===== config.mk =====
export PLATFORM = sky130hd
export DESIGN_NAME = clock_hand_stepper_controller
export DESIGN_NICKNAME = d
export VERILOG_FILES = /design/src/hdl/chsc_pkg.sv /design/src/hdl/chsc_front.sv /design/src/hdl/chsc_queue.sv /design/src/hdl/chsc_back.sv /design/src/hdl/clock_hand_stepper_controller.sv
export SDC_FILE = /design/constraint.sdc
export NUM_CORES = 1
export LEC_CHECK = 0
export BUFFER_PORTS_ARGS = -buffer_cell sky130_fd_sc_hd__buf_2
export CORE_UTILIZATION = 55
export DETAILED_ROUTE_END_ITERATION = 8
export PLACE_DENSITY = 0.79
export RECOVER_POWER = 25
export SLEW_MARGIN = 40
export SYNTH_ARGS = -nofsm -noshare
export SYNTH_HDL_FRONTEND = slang
export SYNTH_HIERARCHICAL = 1
export SYNTH_SLANG_ARGS = --single-unit

===== constraint.sdc =====
create_clock -name clk -period 19.5 [get_ports clk]
set_input_delay 3.9 -clock clk [delete_from_list [all_inputs] [get_ports clk]]
set_output_delay 3.9 -clock clk [all_outputs]
set_load 0.02 [all_outputs]

===== src/hdl/chsc_pkg.sv =====
// chsc_pkg: shared types, constants and register codes for the clock hand stepper controller.
// No dependencies; used by every module under hdl.
`default_nettype none

package chsc_pkg;

	localparam int MAX_PHASES = 8;
	localparam int PHASE_W    = (MAX_PHASES > 1) ? $clog2(MAX_PHASES) : 1;
	localparam int NIBBLE_W   = 4;

	localparam int REV_W      = 16;
	localparam int SPS_W      = 24;
	localparam int PATTERN_W  = 32;
	localparam int PCNT_W     = 4;
	localparam int CFG_DATA_W = 32;
	localparam int CFG_IDX_W  = 2;

	localparam int MIN_W      = 6;
	localparam int SEC_W      = 6;
	localparam int BTN_W      = 4;
	localparam int SPD_W      = 2;

	localparam int TSEC_W     = 12;   // minute*60+second, up to 3843
	localparam int FRAC_W     = 16;
	localparam int PROD_W     = TSEC_W + SPS_W;
	localparam int TARGET_W   = PROD_W - FRAC_W;
	localparam int DIFF_W     = TARGET_W + 1;
	localparam int POS_W      = TARGET_W + 1;
	localparam int PEND_W     = 17;
	localparam int SUM_W      = DIFF_W + 1;

	localparam int SECS_PER_MIN = 60;
	localparam int PEND_LIMIT   = 65535;
	localparam int QUEUE_DEPTH  = 4;

	localparam logic [CFG_IDX_W-1:0] CFG_REV_STEPS   = 2'd0;
	localparam logic [CFG_IDX_W-1:0] CFG_STEPS_PER_S = 2'd1;
	localparam logic [CFG_IDX_W-1:0] CFG_PATTERN     = 2'd2;
	localparam logic [CFG_IDX_W-1:0] CFG_PHASE_COUNT = 2'd3;

	localparam logic [REV_W-1:0]     RST_REV_STEPS   = 16'd4096;
	localparam logic [SPS_W-1:0]     RST_STEPS_PER_S = 24'd74565;
	localparam logic [PATTERN_W-1:0] RST_PATTERN     = 32'd839922192;
	localparam logic [PCNT_W-1:0]    RST_PHASE_COUNT = 4'd8;

	localparam logic OP_INIT = 1'b0;
	localparam logic OP_RUN  = 1'b1;

	localparam logic [BTN_W-1:0] BTN_FWD_FAST = 4'b1000;
	localparam logic [BTN_W-1:0] BTN_FWD_SLOW = 4'b0100;
	localparam logic [BTN_W-1:0] BTN_REV_SLOW = 4'b0010;
	localparam logic [BTN_W-1:0] BTN_REV_FAST = 4'b0001;

	localparam logic [SPD_W-1:0] SPD_NORMAL = 2'd0;
	localparam logic [SPD_W-1:0] SPD_SLOW   = 2'd1;
	localparam logic [SPD_W-1:0] SPD_FAST   = 2'd2;

	typedef enum logic [1:0] {
		STEP_OFF,
		STEP_CW,
		STEP_CCW
	} step_t;

	typedef struct packed {
		logic             opcode;
		logic [MIN_W-1:0] minute;
		logic [SEC_W-1:0] second;
		logic             dst_now;
		logic             check_due;
		logic             move_due;
		logic [BTN_W-1:0] buttons;
	} item_t;

	typedef struct packed {
		logic [NIBBLE_W-1:0] coils;
		logic                direction;
		logic                motor_off;
		logic [SPD_W-1:0]    speed_class;
		logic                last;
	} result_t;

	typedef struct packed {
		logic [REV_W-1:0]     rev_steps;
		logic [SPS_W-1:0]     steps_per_s;
		logic [PATTERN_W-1:0] pattern;
		logic [PCNT_W-1:0]    phase_count;
	} cfg_t;

	// what the back end has to play for one loop pass
	typedef struct packed {
		step_t            s1;
		logic             has2;
		step_t            s2;
		logic [SPD_W-1:0] spd2;
	} plan_t;

endpackage

`default_nettype wire


===== src/hdl/chsc_front.sv =====
// chsc_front: takes loop requests, tracks hand position, pending steps and DST state,
// and turns each pass into a step plan. Depends on chsc_pkg.
`default_nettype none

module chsc_front (
	input  wire logic            clk,
	input  wire logic            arst_n,
	input  wire chsc_pkg::cfg_t  cfg,
	input  wire chsc_pkg::item_t item,
	input  wire logic            item_valid,
	output logic                 item_stall,
	output chsc_pkg::plan_t      plan,
	output logic                 push,
	input  wire logic            full
);

	typedef enum logic [2:0] {
		S_IDLE,
		S_DIFF,
		S_FIX,
		S_MOVE,
		S_STEP1,
		S_BTN,
		S_STEP2
	} state_t;

	localparam logic signed [chsc_pkg::SUM_W-1:0] SUM_HI =
		chsc_pkg::SUM_W'(chsc_pkg::PEND_LIMIT);
	localparam logic signed [chsc_pkg::SUM_W-1:0] SUM_LO = -SUM_HI;
	localparam logic signed [chsc_pkg::SUM_W-1:0] SUM_ONE = chsc_pkg::SUM_W'(1);

	state_t state_q;

	logic            valid_s1;
	chsc_pkg::item_t item_s1;
	chsc_pkg::item_t work_q;

	logic        [chsc_pkg::TARGET_W-1:0] target_q;
	logic signed [chsc_pkg::DIFF_W-1:0]   diff_q;
	logic        [chsc_pkg::POS_W-1:0]    pos_q;
	logic        [chsc_pkg::REV_W-1:0]    hand_q;
	logic signed [chsc_pkg::PEND_W-1:0]   pend_q;
	logic                                 dst_q;
	chsc_pkg::step_t                      s1_kind_q;

	logic                                 take;
	logic [chsc_pkg::TSEC_W-1:0]          tsec;
	logic [chsc_pkg::PROD_W-1:0]          product;
	logic                                 in_init;
	logic                                 dst_flip;
	logic                                 w_init;
	logic                                 check_eff;
	logic                                 move_eff;
	logic [chsc_pkg::POS_W-1:0]           rev_pos;
	logic [chsc_pkg::POS_W-1:0]           pos_wrapped;
	logic signed [chsc_pkg::SUM_W-1:0]    rev_sum;
	logic signed [chsc_pkg::SUM_W-1:0]    addend;
	logic signed [chsc_pkg::SUM_W-1:0]    sum;
	logic signed [chsc_pkg::PEND_W-1:0]   pend_sat;
	chsc_pkg::step_t                      step_now;
	logic                                 btn_hit;
	logic                                 btn_up;
	logic [chsc_pkg::SPD_W-1:0]           btn_spd;

	// one request buffered ahead of the sequencer
	assign take       = (state_q == S_IDLE) && valid_s1;
	assign item_stall = valid_s1 && !take;

	always_ff @(posedge clk or negedge arst_n) begin
		if (!arst_n) begin
			valid_s1 <= 1'b0;
		end else if (item_valid && !item_stall) begin
			valid_s1 <= 1'b1;
		end else if (take) begin
			valid_s1 <= 1'b0;
		end
	end

	always_ff @(posedge clk) begin
		if (item_valid && !item_stall) begin
			item_s1 <= item;
		end
	end

	assign tsec = chsc_pkg::TSEC_W'(item_s1.minute) * chsc_pkg::TSEC_W'(chsc_pkg::SECS_PER_MIN)
		+ chsc_pkg::TSEC_W'(item_s1.second);
	assign product = chsc_pkg::PROD_W'(tsec) * chsc_pkg::PROD_W'(cfg.steps_per_s);

	assign in_init  = (item_s1.opcode == chsc_pkg::OP_INIT);
	assign dst_flip = !in_init && item_s1.check_due && (item_s1.dst_now != dst_q);

	assign w_init    = (work_q.opcode == chsc_pkg::OP_INIT);
	assign check_eff = w_init || work_q.check_due;
	assign move_eff  = w_init || work_q.move_due;

	assign rev_pos     = chsc_pkg::POS_W'(cfg.rev_steps);
	assign pos_wrapped = (pos_q >= rev_pos) ? (pos_q - rev_pos) : pos_q;
	assign rev_sum     = $signed({{(chsc_pkg::SUM_W - chsc_pkg::REV_W){1'b0}}, cfg.rev_steps});

	always_comb begin
		if (pend_q > 0) begin
			step_now = chsc_pkg::STEP_CW;
		end else if (pend_q < 0) begin
			step_now = chsc_pkg::STEP_CCW;
		end else begin
			step_now = chsc_pkg::STEP_OFF;
		end
	end

	always_comb begin
		unique case (work_q.buttons)
			chsc_pkg::BTN_FWD_FAST: begin
				btn_hit = 1'b1; btn_up = 1'b1; btn_spd = chsc_pkg::SPD_FAST;
			end
			chsc_pkg::BTN_FWD_SLOW: begin
				btn_hit = 1'b1; btn_up = 1'b1; btn_spd = chsc_pkg::SPD_SLOW;
			end
			chsc_pkg::BTN_REV_SLOW: begin
				btn_hit = 1'b1; btn_up = 1'b0; btn_spd = chsc_pkg::SPD_SLOW;
			end
			chsc_pkg::BTN_REV_FAST: begin
				btn_hit = 1'b1; btn_up = 1'b0; btn_spd = chsc_pkg::SPD_FAST;
			end
			default: begin
				btn_hit = 1'b0; btn_up = 1'b0; btn_spd = chsc_pkg::SPD_NORMAL;
			end
		endcase
	end

	// shared saturating adder for every change to the pending count
	always_comb begin
		unique case (state_q)
			S_IDLE: begin
				if (dst_flip) begin
					addend = item_s1.dst_now ? rev_sum : -rev_sum;
				end else begin
					addend = '0;
				end
			end
			S_MOVE: begin
				addend = $signed({diff_q[chsc_pkg::DIFF_W-1], diff_q});
			end
			S_BTN: begin
				addend = btn_up ? SUM_ONE : -SUM_ONE;
			end
			S_STEP1, S_STEP2: begin
				unique case (step_now)
					chsc_pkg::STEP_CW:  addend = -SUM_ONE;
					chsc_pkg::STEP_CCW: addend = SUM_ONE;
					default:            addend = '0;
				endcase
			end
			default: begin
				addend = '0;
			end
		endcase
	end

	assign sum = $signed({{(chsc_pkg::SUM_W - chsc_pkg::PEND_W){pend_q[chsc_pkg::PEND_W-1]}},
		pend_q}) + addend;

	always_comb begin
		if (sum > SUM_HI) begin
			pend_sat = chsc_pkg::PEND_W'(SUM_HI);
		end else if (sum < SUM_LO) begin
			pend_sat = chsc_pkg::PEND_W'(SUM_LO);
		end else begin
			pend_sat = chsc_pkg::PEND_W'(sum);
		end
	end

	always_ff @(posedge clk or negedge arst_n) begin
		if (!arst_n) begin
			state_q <= S_IDLE;
			hand_q  <= '0;
			pend_q  <= '0;
			dst_q   <= 1'b0;
		end else begin
			unique case (state_q)
				S_IDLE: begin
					if (valid_s1) begin
						if (in_init) begin
							dst_q <= item_s1.dst_now;
						end else if (dst_flip) begin
							dst_q  <= item_s1.dst_now;
							pend_q <= pend_sat;
						end
						state_q <= S_DIFF;
					end
				end
				S_DIFF: begin
					state_q <= S_FIX;
				end
				S_FIX: begin
					state_q <= S_MOVE;
				end
				S_MOVE: begin
					if (check_eff && move_eff) begin
						hand_q <= pos_wrapped[chsc_pkg::REV_W-1:0];
						if (!w_init) begin
							pend_q <= pend_sat;
						end
					end
					state_q <= w_init ? S_IDLE : S_STEP1;
				end
				S_STEP1: begin
					pend_q  <= pend_sat;
					state_q <= S_BTN;
				end
				S_BTN: begin
					if (btn_hit) begin
						pend_q <= pend_sat;
					end
					state_q <= S_STEP2;
				end
				S_STEP2: begin
					if (!full) begin
						if (btn_hit) begin
							pend_q <= pend_sat;
						end
						state_q <= S_IDLE;
					end
				end
				default: begin
					state_q <= S_IDLE;
				end
			endcase
		end
	end

	always_ff @(posedge clk) begin
		if (take) begin
			work_q   <= item_s1;
			target_q <= product[chsc_pkg::PROD_W-1:chsc_pkg::FRAC_W];
		end
		if (state_q == S_DIFF) begin
			diff_q <= chsc_pkg::DIFF_W'(target_q) - chsc_pkg::DIFF_W'(hand_q);
		end
		if (state_q == S_FIX) begin
			if (diff_q[chsc_pkg::DIFF_W-1]) begin
				diff_q <= diff_q + chsc_pkg::DIFF_W'(cfg.rev_steps);
				pos_q  <= chsc_pkg::POS_W'(target_q) + rev_pos;
			end else begin
				pos_q  <= chsc_pkg::POS_W'(target_q);
			end
		end
		if (state_q == S_STEP1) begin
			s1_kind_q <= step_now;
		end
	end

	assign push      = (state_q == S_STEP2) && !full;
	assign plan.s1   = s1_kind_q;
	assign plan.has2 = btn_hit;
	assign plan.s2   = btn_hit ? step_now : chsc_pkg::STEP_OFF;
	assign plan.spd2 = btn_spd;

endmodule

`default_nettype wire


===== src/hdl/chsc_queue.sv =====
// chsc_queue: small FIFO of step plans between the front and back ends.
// Depends on chsc_pkg.
`default_nettype none

module chsc_queue (
	input  wire logic            clk,
	input  wire logic            arst_n,
	input  wire logic            push,
	input  wire chsc_pkg::plan_t push_data,
	output logic                 full,
	input  wire logic            pop,
	output logic                 empty,
	output chsc_pkg::plan_t      head
);

	localparam int AW = (chsc_pkg::QUEUE_DEPTH > 1) ? $clog2(chsc_pkg::QUEUE_DEPTH) : 1;

	chsc_pkg::plan_t mem_q [chsc_pkg::QUEUE_DEPTH];
	logic [AW-1:0]   wr_q;
	logic [AW-1:0]   rd_q;
	logic [AW:0]     cnt_q;

	assign full  = (cnt_q == (AW + 1)'(chsc_pkg::QUEUE_DEPTH));
	assign empty = (cnt_q == '0);
	assign head  = mem_q[rd_q];

	always_ff @(posedge clk) begin
		if (push) begin
			mem_q[wr_q] <= push_data;
		end
	end

	// depth is a power of two, pointers wrap on their own
	always_ff @(posedge clk or negedge arst_n) begin
		if (!arst_n) begin
			wr_q  <= '0;
			rd_q  <= '0;
			cnt_q <= '0;
		end else begin
			if (push) begin
				wr_q <= wr_q + 1'b1;
			end
			if (pop) begin
				rd_q <= rd_q + 1'b1;
			end
			unique case ({push, pop})
				2'b10:   cnt_q <= cnt_q + 1'b1;
				2'b01:   cnt_q <= cnt_q - 1'b1;
				default: cnt_q <= cnt_q;
			endcase
		end
	end

endmodule

`default_nettype wire


===== src/hdl/chsc_back.sv =====
// chsc_back: plays queued step plans out as coil nibbles, one result per cycle unless stalled,
// through a registered output stage. Depends on chsc_pkg.
`default_nettype none

module chsc_back (
	input  wire logic            clk,
	input  wire logic            arst_n,
	input  wire chsc_pkg::cfg_t  cfg,
	input  wire chsc_pkg::plan_t head,
	input  wire logic            empty,
	output logic                 pop,
	output chsc_pkg::result_t    result,
	output logic                 result_valid,
	input  wire logic            result_stall
);

	chsc_pkg::plan_t                plan_q;
	logic                           busy_q;
	logic                           sec_q;
	logic [chsc_pkg::PHASE_W-1:0]   cnt_q;
	logic                           valid_q;
	chsc_pkg::result_t              result_q;

	logic [chsc_pkg::PHASE_W-1:0]   n_last;
	chsc_pkg::step_t                cur_step;
	logic [chsc_pkg::SPD_W-1:0]     cur_spd;
	logic [chsc_pkg::PHASE_W-1:0]   idx;
	logic [chsc_pkg::NIBBLE_W-1:0]  nib;
	logic                           step_end;
	logic                           final_res;
	logic                           emit;
	chsc_pkg::result_t              next_res;

	// phase count 0 plays one phase, anything above the maximum plays the maximum
	always_comb begin
		if (cfg.phase_count == '0) begin
			n_last = '0;
		end else if (cfg.phase_count > chsc_pkg::PCNT_W'(chsc_pkg::MAX_PHASES)) begin
			n_last = chsc_pkg::PHASE_W'(chsc_pkg::MAX_PHASES - 1);
		end else begin
			n_last = chsc_pkg::PHASE_W'(cfg.phase_count - 1'b1);
		end
	end

	assign cur_step  = sec_q ? plan_q.s2 : plan_q.s1;
	assign cur_spd   = sec_q ? plan_q.spd2 : chsc_pkg::SPD_NORMAL;
	assign idx       = (cur_step == chsc_pkg::STEP_CCW) ? (n_last - cnt_q) : cnt_q;
	assign nib       = cfg.pattern[{idx, 2'b00} +: chsc_pkg::NIBBLE_W];
	assign step_end  = (cur_step == chsc_pkg::STEP_OFF) || (cnt_q == n_last);
	assign final_res = step_end && (sec_q || !plan_q.has2);

	assign emit = busy_q && (!valid_q || !result_stall);
	assign pop  = !empty && (!busy_q || (emit && final_res));

	always_comb begin
		next_res.coils       = (cur_step == chsc_pkg::STEP_OFF) ? '0 : nib;
		next_res.direction   = (cur_step == chsc_pkg::STEP_CCW);
		next_res.motor_off   = (cur_step == chsc_pkg::STEP_OFF);
		next_res.speed_class = cur_spd;
		next_res.last        = final_res;
	end

	always_ff @(posedge clk or negedge arst_n) begin
		if (!arst_n) begin
			busy_q  <= 1'b0;
			sec_q   <= 1'b0;
			cnt_q   <= '0;
			valid_q <= 1'b0;
		end else begin
			if (emit) begin
				valid_q <= 1'b1;
			end else if (!result_stall) begin
				valid_q <= 1'b0;
			end
			if (pop) begin
				busy_q <= 1'b1;
				sec_q  <= 1'b0;
				cnt_q  <= '0;
			end else if (emit) begin
				if (final_res) begin
					busy_q <= 1'b0;
				end else if (step_end) begin
					sec_q <= 1'b1;
					cnt_q <= '0;
				end else begin
					cnt_q <= cnt_q + 1'b1;
				end
			end
		end
	end

	always_ff @(posedge clk) begin
		if (pop) begin
			plan_q <= head;
		end
		if (emit) begin
			result_q <= next_res;
		end
	end

	assign result       = result_q;
	assign result_valid = valid_q;

endmodule

`default_nettype wire


===== src/hdl/clock_hand_stepper_controller.sv =====
// clock_hand_stepper_controller: top level; configuration registers, front end,
// plan queue and back end. Depends on chsc_pkg, chsc_front, chsc_queue, chsc_back.
//
//   port group   dir   flow control        contents
//   item         in    item_valid/stall    chsc_pkg::item_t, one loop pass
//   result       out   result_valid/stall  chsc_pkg::result_t, one coil nibble
//   cfg          in    cfg_we              cfg_index selects, cfg_data
//
// Front end: an update sequencer around one saturating adder, states idle, diff, fix,
// move, step1, btn, step2 (init ends at move); a request waits in an input register.
// Back end: one result per cycle unless stalled, 1 to 2*MAX_PHASES results per pass.
// A 4-deep plan queue lets the two ends stall independently.
// Reset clears control state and loads config defaults at once; no clearing pass.
`default_nettype none

module clock_hand_stepper_controller (
	input  wire logic                               clk,
	input  wire logic                               arst_n,
	input  wire chsc_pkg::item_t                    item,
	input  wire logic                               item_valid,
	output logic                                    item_stall,
	output chsc_pkg::result_t                       result,
	output logic                                    result_valid,
	input  wire logic                               result_stall,
	input  wire logic                               cfg_we,
	input  wire logic [chsc_pkg::CFG_IDX_W-1:0]     cfg_index,
	input  wire logic [chsc_pkg::CFG_DATA_W-1:0]    cfg_data
);

	chsc_pkg::cfg_t  cfg_q;
	chsc_pkg::plan_t push_plan;
	chsc_pkg::plan_t head_plan;
	logic            push;
	logic            full;
	logic            pop;
	logic            empty;

	always_ff @(posedge clk or negedge arst_n) begin
		if (!arst_n) begin
			cfg_q.rev_steps   <= chsc_pkg::RST_REV_STEPS;
			cfg_q.steps_per_s <= chsc_pkg::RST_STEPS_PER_S;
			cfg_q.pattern     <= chsc_pkg::RST_PATTERN;
			cfg_q.phase_count <= chsc_pkg::RST_PHASE_COUNT;
		end else if (cfg_we) begin
			unique case (cfg_index)
				chsc_pkg::CFG_REV_STEPS:
					cfg_q.rev_steps   <= cfg_data[chsc_pkg::REV_W-1:0];
				chsc_pkg::CFG_STEPS_PER_S:
					cfg_q.steps_per_s <= cfg_data[chsc_pkg::SPS_W-1:0];
				chsc_pkg::CFG_PATTERN:
					cfg_q.pattern     <= cfg_data[chsc_pkg::PATTERN_W-1:0];
				chsc_pkg::CFG_PHASE_COUNT:
					cfg_q.phase_count <= cfg_data[chsc_pkg::PCNT_W-1:0];
				default: ;
			endcase
		end
	end

	chsc_front u_front (
		.clk        (clk),
		.arst_n     (arst_n),
		.cfg        (cfg_q),
		.item       (item),
		.item_valid (item_valid),
		.item_stall (item_stall),
		.plan       (push_plan),
		.push       (push),
		.full       (full)
	);

	chsc_queue u_queue (
		.clk       (clk),
		.arst_n    (arst_n),
		.push      (push),
		.push_data (push_plan),
		.full      (full),
		.pop       (pop),
		.empty     (empty),
		.head      (head_plan)
	);

	chsc_back u_back (
		.clk          (clk),
		.arst_n       (arst_n),
		.cfg          (cfg_q),
		.head         (head_plan),
		.empty        (empty),
		.pop          (pop),
		.result       (result),
		.result_valid (result_valid),
		.result_stall (result_stall)
	);

endmodule

`default_nettype wire

# Yosys cells after proc, flatten, opt, wreduce, memory -nomap -nowiden
# Memory sizes are Yosys's and may differ from the RTL's. A register that Yosys moved wholly into a read port is not among the register bits.
# Index checks and enable logic that the tools add are counted.
[word_totals]
regBits = 227
latch_bits = 0
mem_bits_rw = 28
romBits = 0
output_inout_bits = 11
wordCells = 198
n_memories = 1
[mem_list]
columns = ["memory", "depth", "word_bits", "read_ports", "rd_clocked_by_memory_dff", "wr", "line", "source"]
rows = [
  ["u_queue.mem_q", 4, 7, 1, 1, 1, "chsc_queue.sv:18", "chsc_pkg::plan_t mem_q [chsc_pkg::QUEUE_DEPTH];"],
]
[op_classes]
addsub = 14
multipliers = 2
n_div = 0
magnitude_cmp = 6
eq_ne = 30
shifts = 1
n_mux = 54
n_bitwise = 1
reduce_logical = 52
[ops]
columns = ["operator", "count"]
rows = [
  ["$mux W17", 9],
  ["$pmux W22 S4", 1],
  ["$pmux W17 S5", 1],
  ["$mux W22", 3],
  ["$mux W21", 3],
  ["$pmux W22 S2", 1],
  ["$mul A12 B24 Y36", 1],
  ["$shiftx A32 B6 Y4", 1],
  ["$mux W3", 10],
  ["$add A17 B22 Y22", 1],
  ["$gt A22 B17 Y1 const B", 1],
  ["$lt A22 B17 Y1 const B", 1],
  ["$neg A16 Y22", 1],
  ["$add A20 B16 Y21", 1],
  ["$add A21 B16 Y21", 1],
  ["$ge A21 B16 Y1", 1],
  ["$pmux W3 S7", 1],
  ["$sub A20 B16 Y21", 1],
  ["$mux W20", 1],
  ["$gt A17 B1 Y1 const B", 1],
  ["$lt A17 B1 Y1 const B", 1],
  ["$mux W1", 17],
  ["$mux W16", 1],
  ["$reduce_and A2 Y1", 8],
  ["37 further kinds", 92],
]

# Depth between registers and ports, before layout
[logic_depth]
word_depth = 14
mapped_depth = 33

# By module
# Netlist, hierarchy kept.
[modules_own_cells]
columns = ["module", "n_inst", "cells_per_inst", "area_each_um2", "seq_area_each_um2"]
rows = [
  ["chsc_front", 1, 2148, 19188.4, 3473.3],
  ["clock_hand_stepper_controller", 1, 162, 2889.0, 1923.1],
  ["chsc_queue", 1, 74, 1408.9, 1016.0],
  ["chsc_back", 1, 115, 1360.1, 630.6],
]

# Least setup slack after synthesis
# OpenSTA, ideal clock, no wires.
[synth_timing]
path_kind = "reg2reg"
start = "register u_front/item_s1[13] (netlist bit)"
end = "register u_front/target_q[19] (netlist bit), data pin"
setup_ns = 0.260
t_arrival_ns = 8.247
t_required_ns = 19.240
setup_slack_ns = 10.993
stages_incl_launch_ff = 30
n_path_buf = 1
period_less_slack_ns = 8.507
path_cell_list = "edfxtp_1 -> fa_1 -> fa_1 -> fa_1 -> a21o_1 -> a21oi_1 -> o21bai_1 -> a21oi_1 -> xnor2_1 -> nand3_1 -> xnor2_1 -> xnor2_1 -> clkbuf_1 -> nand2_1 -> fa_1 -> fa_1 -> fa_1 -> fa_1 -> fa_1 -> inv_1 -> ha_1 -> a222oi_1 -> o211ai_1 -> a21oi_1 -> and4b_1 -> o31ai_1 -> a31oi_1 -> a211o_1 -> a21oi_1 -> xnor2_1"
[synth_between]
elab_chain_len = 3
[synth_rtl]
columns = ["item", "line", "source"]
rows = [
  ["start, declared", "chsc_front.sv:35", "chsc_pkg::item_t item_s1;"],
  ["start signal, assigned", "chsc_front.sv:81", "item_s1 <= item;"],
  ["$mul A6 B4 Y10", "chsc_front.sv:85", "assign tsec = chsc_pkg::TSEC_W'(item_s1.minute) * chsc_pkg::TSEC_W'(chsc_pkg::SECS_PER_MIN)"],
  ["$add A12 B6 Y12", "chsc_front.sv:86", "+ chsc_pkg::TSEC_W'(item_s1.second);"],
  ["$mul A12 B24 Y36", "chsc_front.sv:87", "assign product = chsc_pkg::PROD_W'(tsec) * chsc_pkg::PROD_W'(cfg.steps_per_s);"],
  ["net u_front.product, one bit", "chsc_front.sv:48", "logic [chsc_pkg::PROD_W-1:0] product;"],
  ["end signal, assigned", "chsc_front.sv:234", "target_q <= product[chsc_pkg::PROD_W-1:chsc_pkg::FRAC_W];"],
  ["end, declared", "chsc_front.sv:38", "logic [chsc_pkg::TARGET_W-1:0] target_q;"],
]
# The timed path passes the listed nets, and every way through them passes these cells.
# A chain may end at the register's enable or synchronous reset.

# Final worst setup path
# Ends and elaborated chain as after synthesis.

==> impl_metrics.toml <==
[run_status]
status = "complete, but fails checks"
violations = "capacitance limit, slew limit"

[detailed_routing]
first_pass_iters = 5
drt-total-wl_um = 59500
ant_nets = 0
avgViaCountPerCell = 5.83
wl_per_cell_um = 18.9
drt-initial-drc-count = 1302
drcViolationCount = 0
vias = 18300

[critical_path]
critPathMaxStageDelay_ns = 0.62
path_depth = 29
r2r_cells = 29
required_ns = 19.81
timing.critical_path.buf_inv = 3
endpoint_kind = "flop"
cp_max_fo = 24
critPathTopFamily = "adder cells"
cp-start-kind = "flop"
cp_slowest_cell = "fa_1"
criticalPathCategory = "reg -> reg"
crit_top_cell = "fa_1"
crit_arrival_ns = 9.74

[sta]
worst_clock_skew_ns = 0.0219
hold_violations = 0
period_share_pct = 48.3
min_period_ns = 9.42
timing.slew.headroom_pct = -5.05
rsz0062_at_grt = "no"
tightest_slew_ns = 1.58
setup_viol = 0
timing.fmax_ghz = 0.106
slew_viol_final = 28
fin_setup_tns_ns = 0

[global_routing]
grt_overflow = 0
grt_start_max_net_pins = 80
antenna_found_initial = 0
grt_util_all_layers_pct = 26.5
grt_pass1_wl_um = 98600
grt_pass1_vias = 19100

[finish]
antenna_cells = 0
layout_commonest_cell = "inv_1"
nets = 3005
layout_common_cells = "362 x inv_1, 235 x fa_1, 232 x nand2_1, 182 x ha_1, 114 x edfxtp_1"
area_delta_synth_final_pct = 7.40
drive_above_1_share_pct = 11.8
fill_cells = 3566

[floorplanning]
die_w_um = 215
initial_utilization_pct = 55.9
num_io_pins = 70
placementRows = 77
die_y_um = 215
core_area_mm2 = 0.0444
dieArea_mm2 = 0.0460

[logic_synthesis]
synth_edf_count = 114
synth_cell_types = 86
ys_seq_area_share_pct = 28.3
avgSynthCellArea_um2 = 9.94
ys_warn_count = 6
postSynthCellCount = 2499
synth-seq-cells = 262
synth.net_count = 2976
synth_ff_type = "edfxtp_1"
syn_area_mm2 = 0.0248
async_reset_ff_share_pct = 48.5

[placement]
dp_hpwl_um = 45200
io_buffers = 69
routabilityCongestion = 0.917

[clock_network]
h-tree-depth = 1
cts_setup_buffers = 0
clock_latency_ns = 0.57
cts_root_buf = "clkbuf_16"
cts_buffers = 29
cts_hold_buf = 0
path_clk_slew_ns = 0.06
cts_sinks = 262
cts_buffer_depth = 3
cts_resized = 0
cts_tree = "built"

[job]
max_cap_violations = 1

[hold_path]
worstHoldPathType = "reg -> reg"
hold_depth = 0
==> metal layers <==
metal | vias up | routed length (um) | track usage (%)
met2 | 568 | 30000 | 47.4
met1 | 9235 | 24900 | 34.6
li1 | 8436 | - | -
met4 | 0 | 1250 | 6.33
met5 | - | 0 | 0
met3 | 83 | 3280 | 2.61
==> worst paths after layout <==
kind	start	endpoint	slack, ns
min in group asynchronous	arst_n	u_queue/rd_q[1]$_DFFE_PN0P_	3.39
max in group asynchronous	arst_n	u_queue/cnt_q[1]$_DFFE_PN0P_	14.99
worst min-delay path	u_front/item_s1[3]$_DFFE_PP_	u_front/work_q[3]$_DFFE_PP_	0.42
worst max-delay path	u_front/item_s1[13]$_DFFE_PP_	u_front/target_q[19]$_DFFE_PP_	10.08
worst min register to register	u_front/item_s1[3]$_DFFE_PP_	u_front/work_q[3]$_DFFE_PP_	0.42
worst max register to register	u_front/item_s1[13]$_DFFE_PP_	u_front/target_q[19]$_DFFE_PP_	10.08
==> synthesized netlist by cell type (9+ instances only) <==
master | number | area (um^2)
inv_1 | 362 | 1360
fa_1 | 236 | 4720
nand2_1 | 232 | 871
ha_1 | 182 | 2280
edfxtp_1 | 114 | 3420
dfrtp_1 | 110 | 2750
and2_1 | 98 | 613
o21ai_0 | 98 | 490
mux2_2 | 96 | 1080
a21oi_1 | 89 | 445
nor2_1 | 89 | 334
xnor2_1 | 87 | 762
clkbuf_1 | 73 | 274
nor2b_1 | 67 | 419
nand2b_1 | 51 | 319
a21o_1 | 39 | 293
mux2i_1 | 38 | 380
xor2_1 | 37 | 324
nor3_1 | 35 | 175
nand3_1 | 33 | 165
a211oi_1 | 21 | 158
dfxtp_1 | 21 | 420
and3_1 | 19 | 119
o21a_1 | 18 | 135
dfstp_2 | 17 | 447
a31oi_1 | 16 | 100
or3_1 | 16 | 100
o211ai_1 | 15 | 113
nor4_1 | 13 | 81.3
o221a_2 | 13 | 146
nand4_1 | 10 | 62.6
a221o_1 | 9 | 90.1
==> final cells by class <==
class                   instances  area, um^2  share of cell area (%)
flip-flops and latches        262        7040                    26.4
repair buffers                 89         493                    1.85
clock buffers                  43         912                    3.42
well taps                     592         741                    2.78
multi-input cells            1784       16100                    60.1
clock inverters                11        87.6                   0.328
inverters                     362        1360                    5.09
==> per-stage QoR <==
step / hold slack [ns] / cell area, um^2 / worst slack (ns) / utilization, % / std cells
6_report: 0.421 / 26700 / 10.08 / 60.1 / 3143
4_1_cts: 0.423 / 26700 / 10.06 / 60.1 / 3142
5_1_grt: 0.428 / 26700 / 9.55 / 60.1 / 3143
2_1_floorplan: 0.400 / 24800 / 10.99 / - / 2499
3_5_place_dp: 0.415 / 25700 / 10.08 / 57.8 / 3088
3_3_place_gp: 0.404 / 25700 / 10.35 / 57.8 / 3088
==> flip-flops by register name (all words and copies together), names as in the netlist, 3 cells and up <==
register          cells
u_front/target_q     20
u_front/pos_q        21
u_queue/cnt_q         3
u_front/hand_q       16
u_front/item_s1      20
u_front/state_q       3
u_front/pend_q       17
u_front/work_q        7
u_back/result         9
u_front/diff_q       21
u_back/plan_q         7
u_queue/mem_q        28
u_back/cnt_q          3
cfg_q                76
==> kinds of logic after synthesis <==
kind of cell,after synthesis,share of synthesized area [%]
simple gates,689,14.0
compound gates,411,11.2
mux,142,6.61
xor+xnor,124,4.37
fa+ha+maj,418,28.2
flops,262,28.3
buf+inv,453,7.22
Power is not shown: default switching activity piles up to over one toggle a cycle in this logic, so the estimate is an artifact.
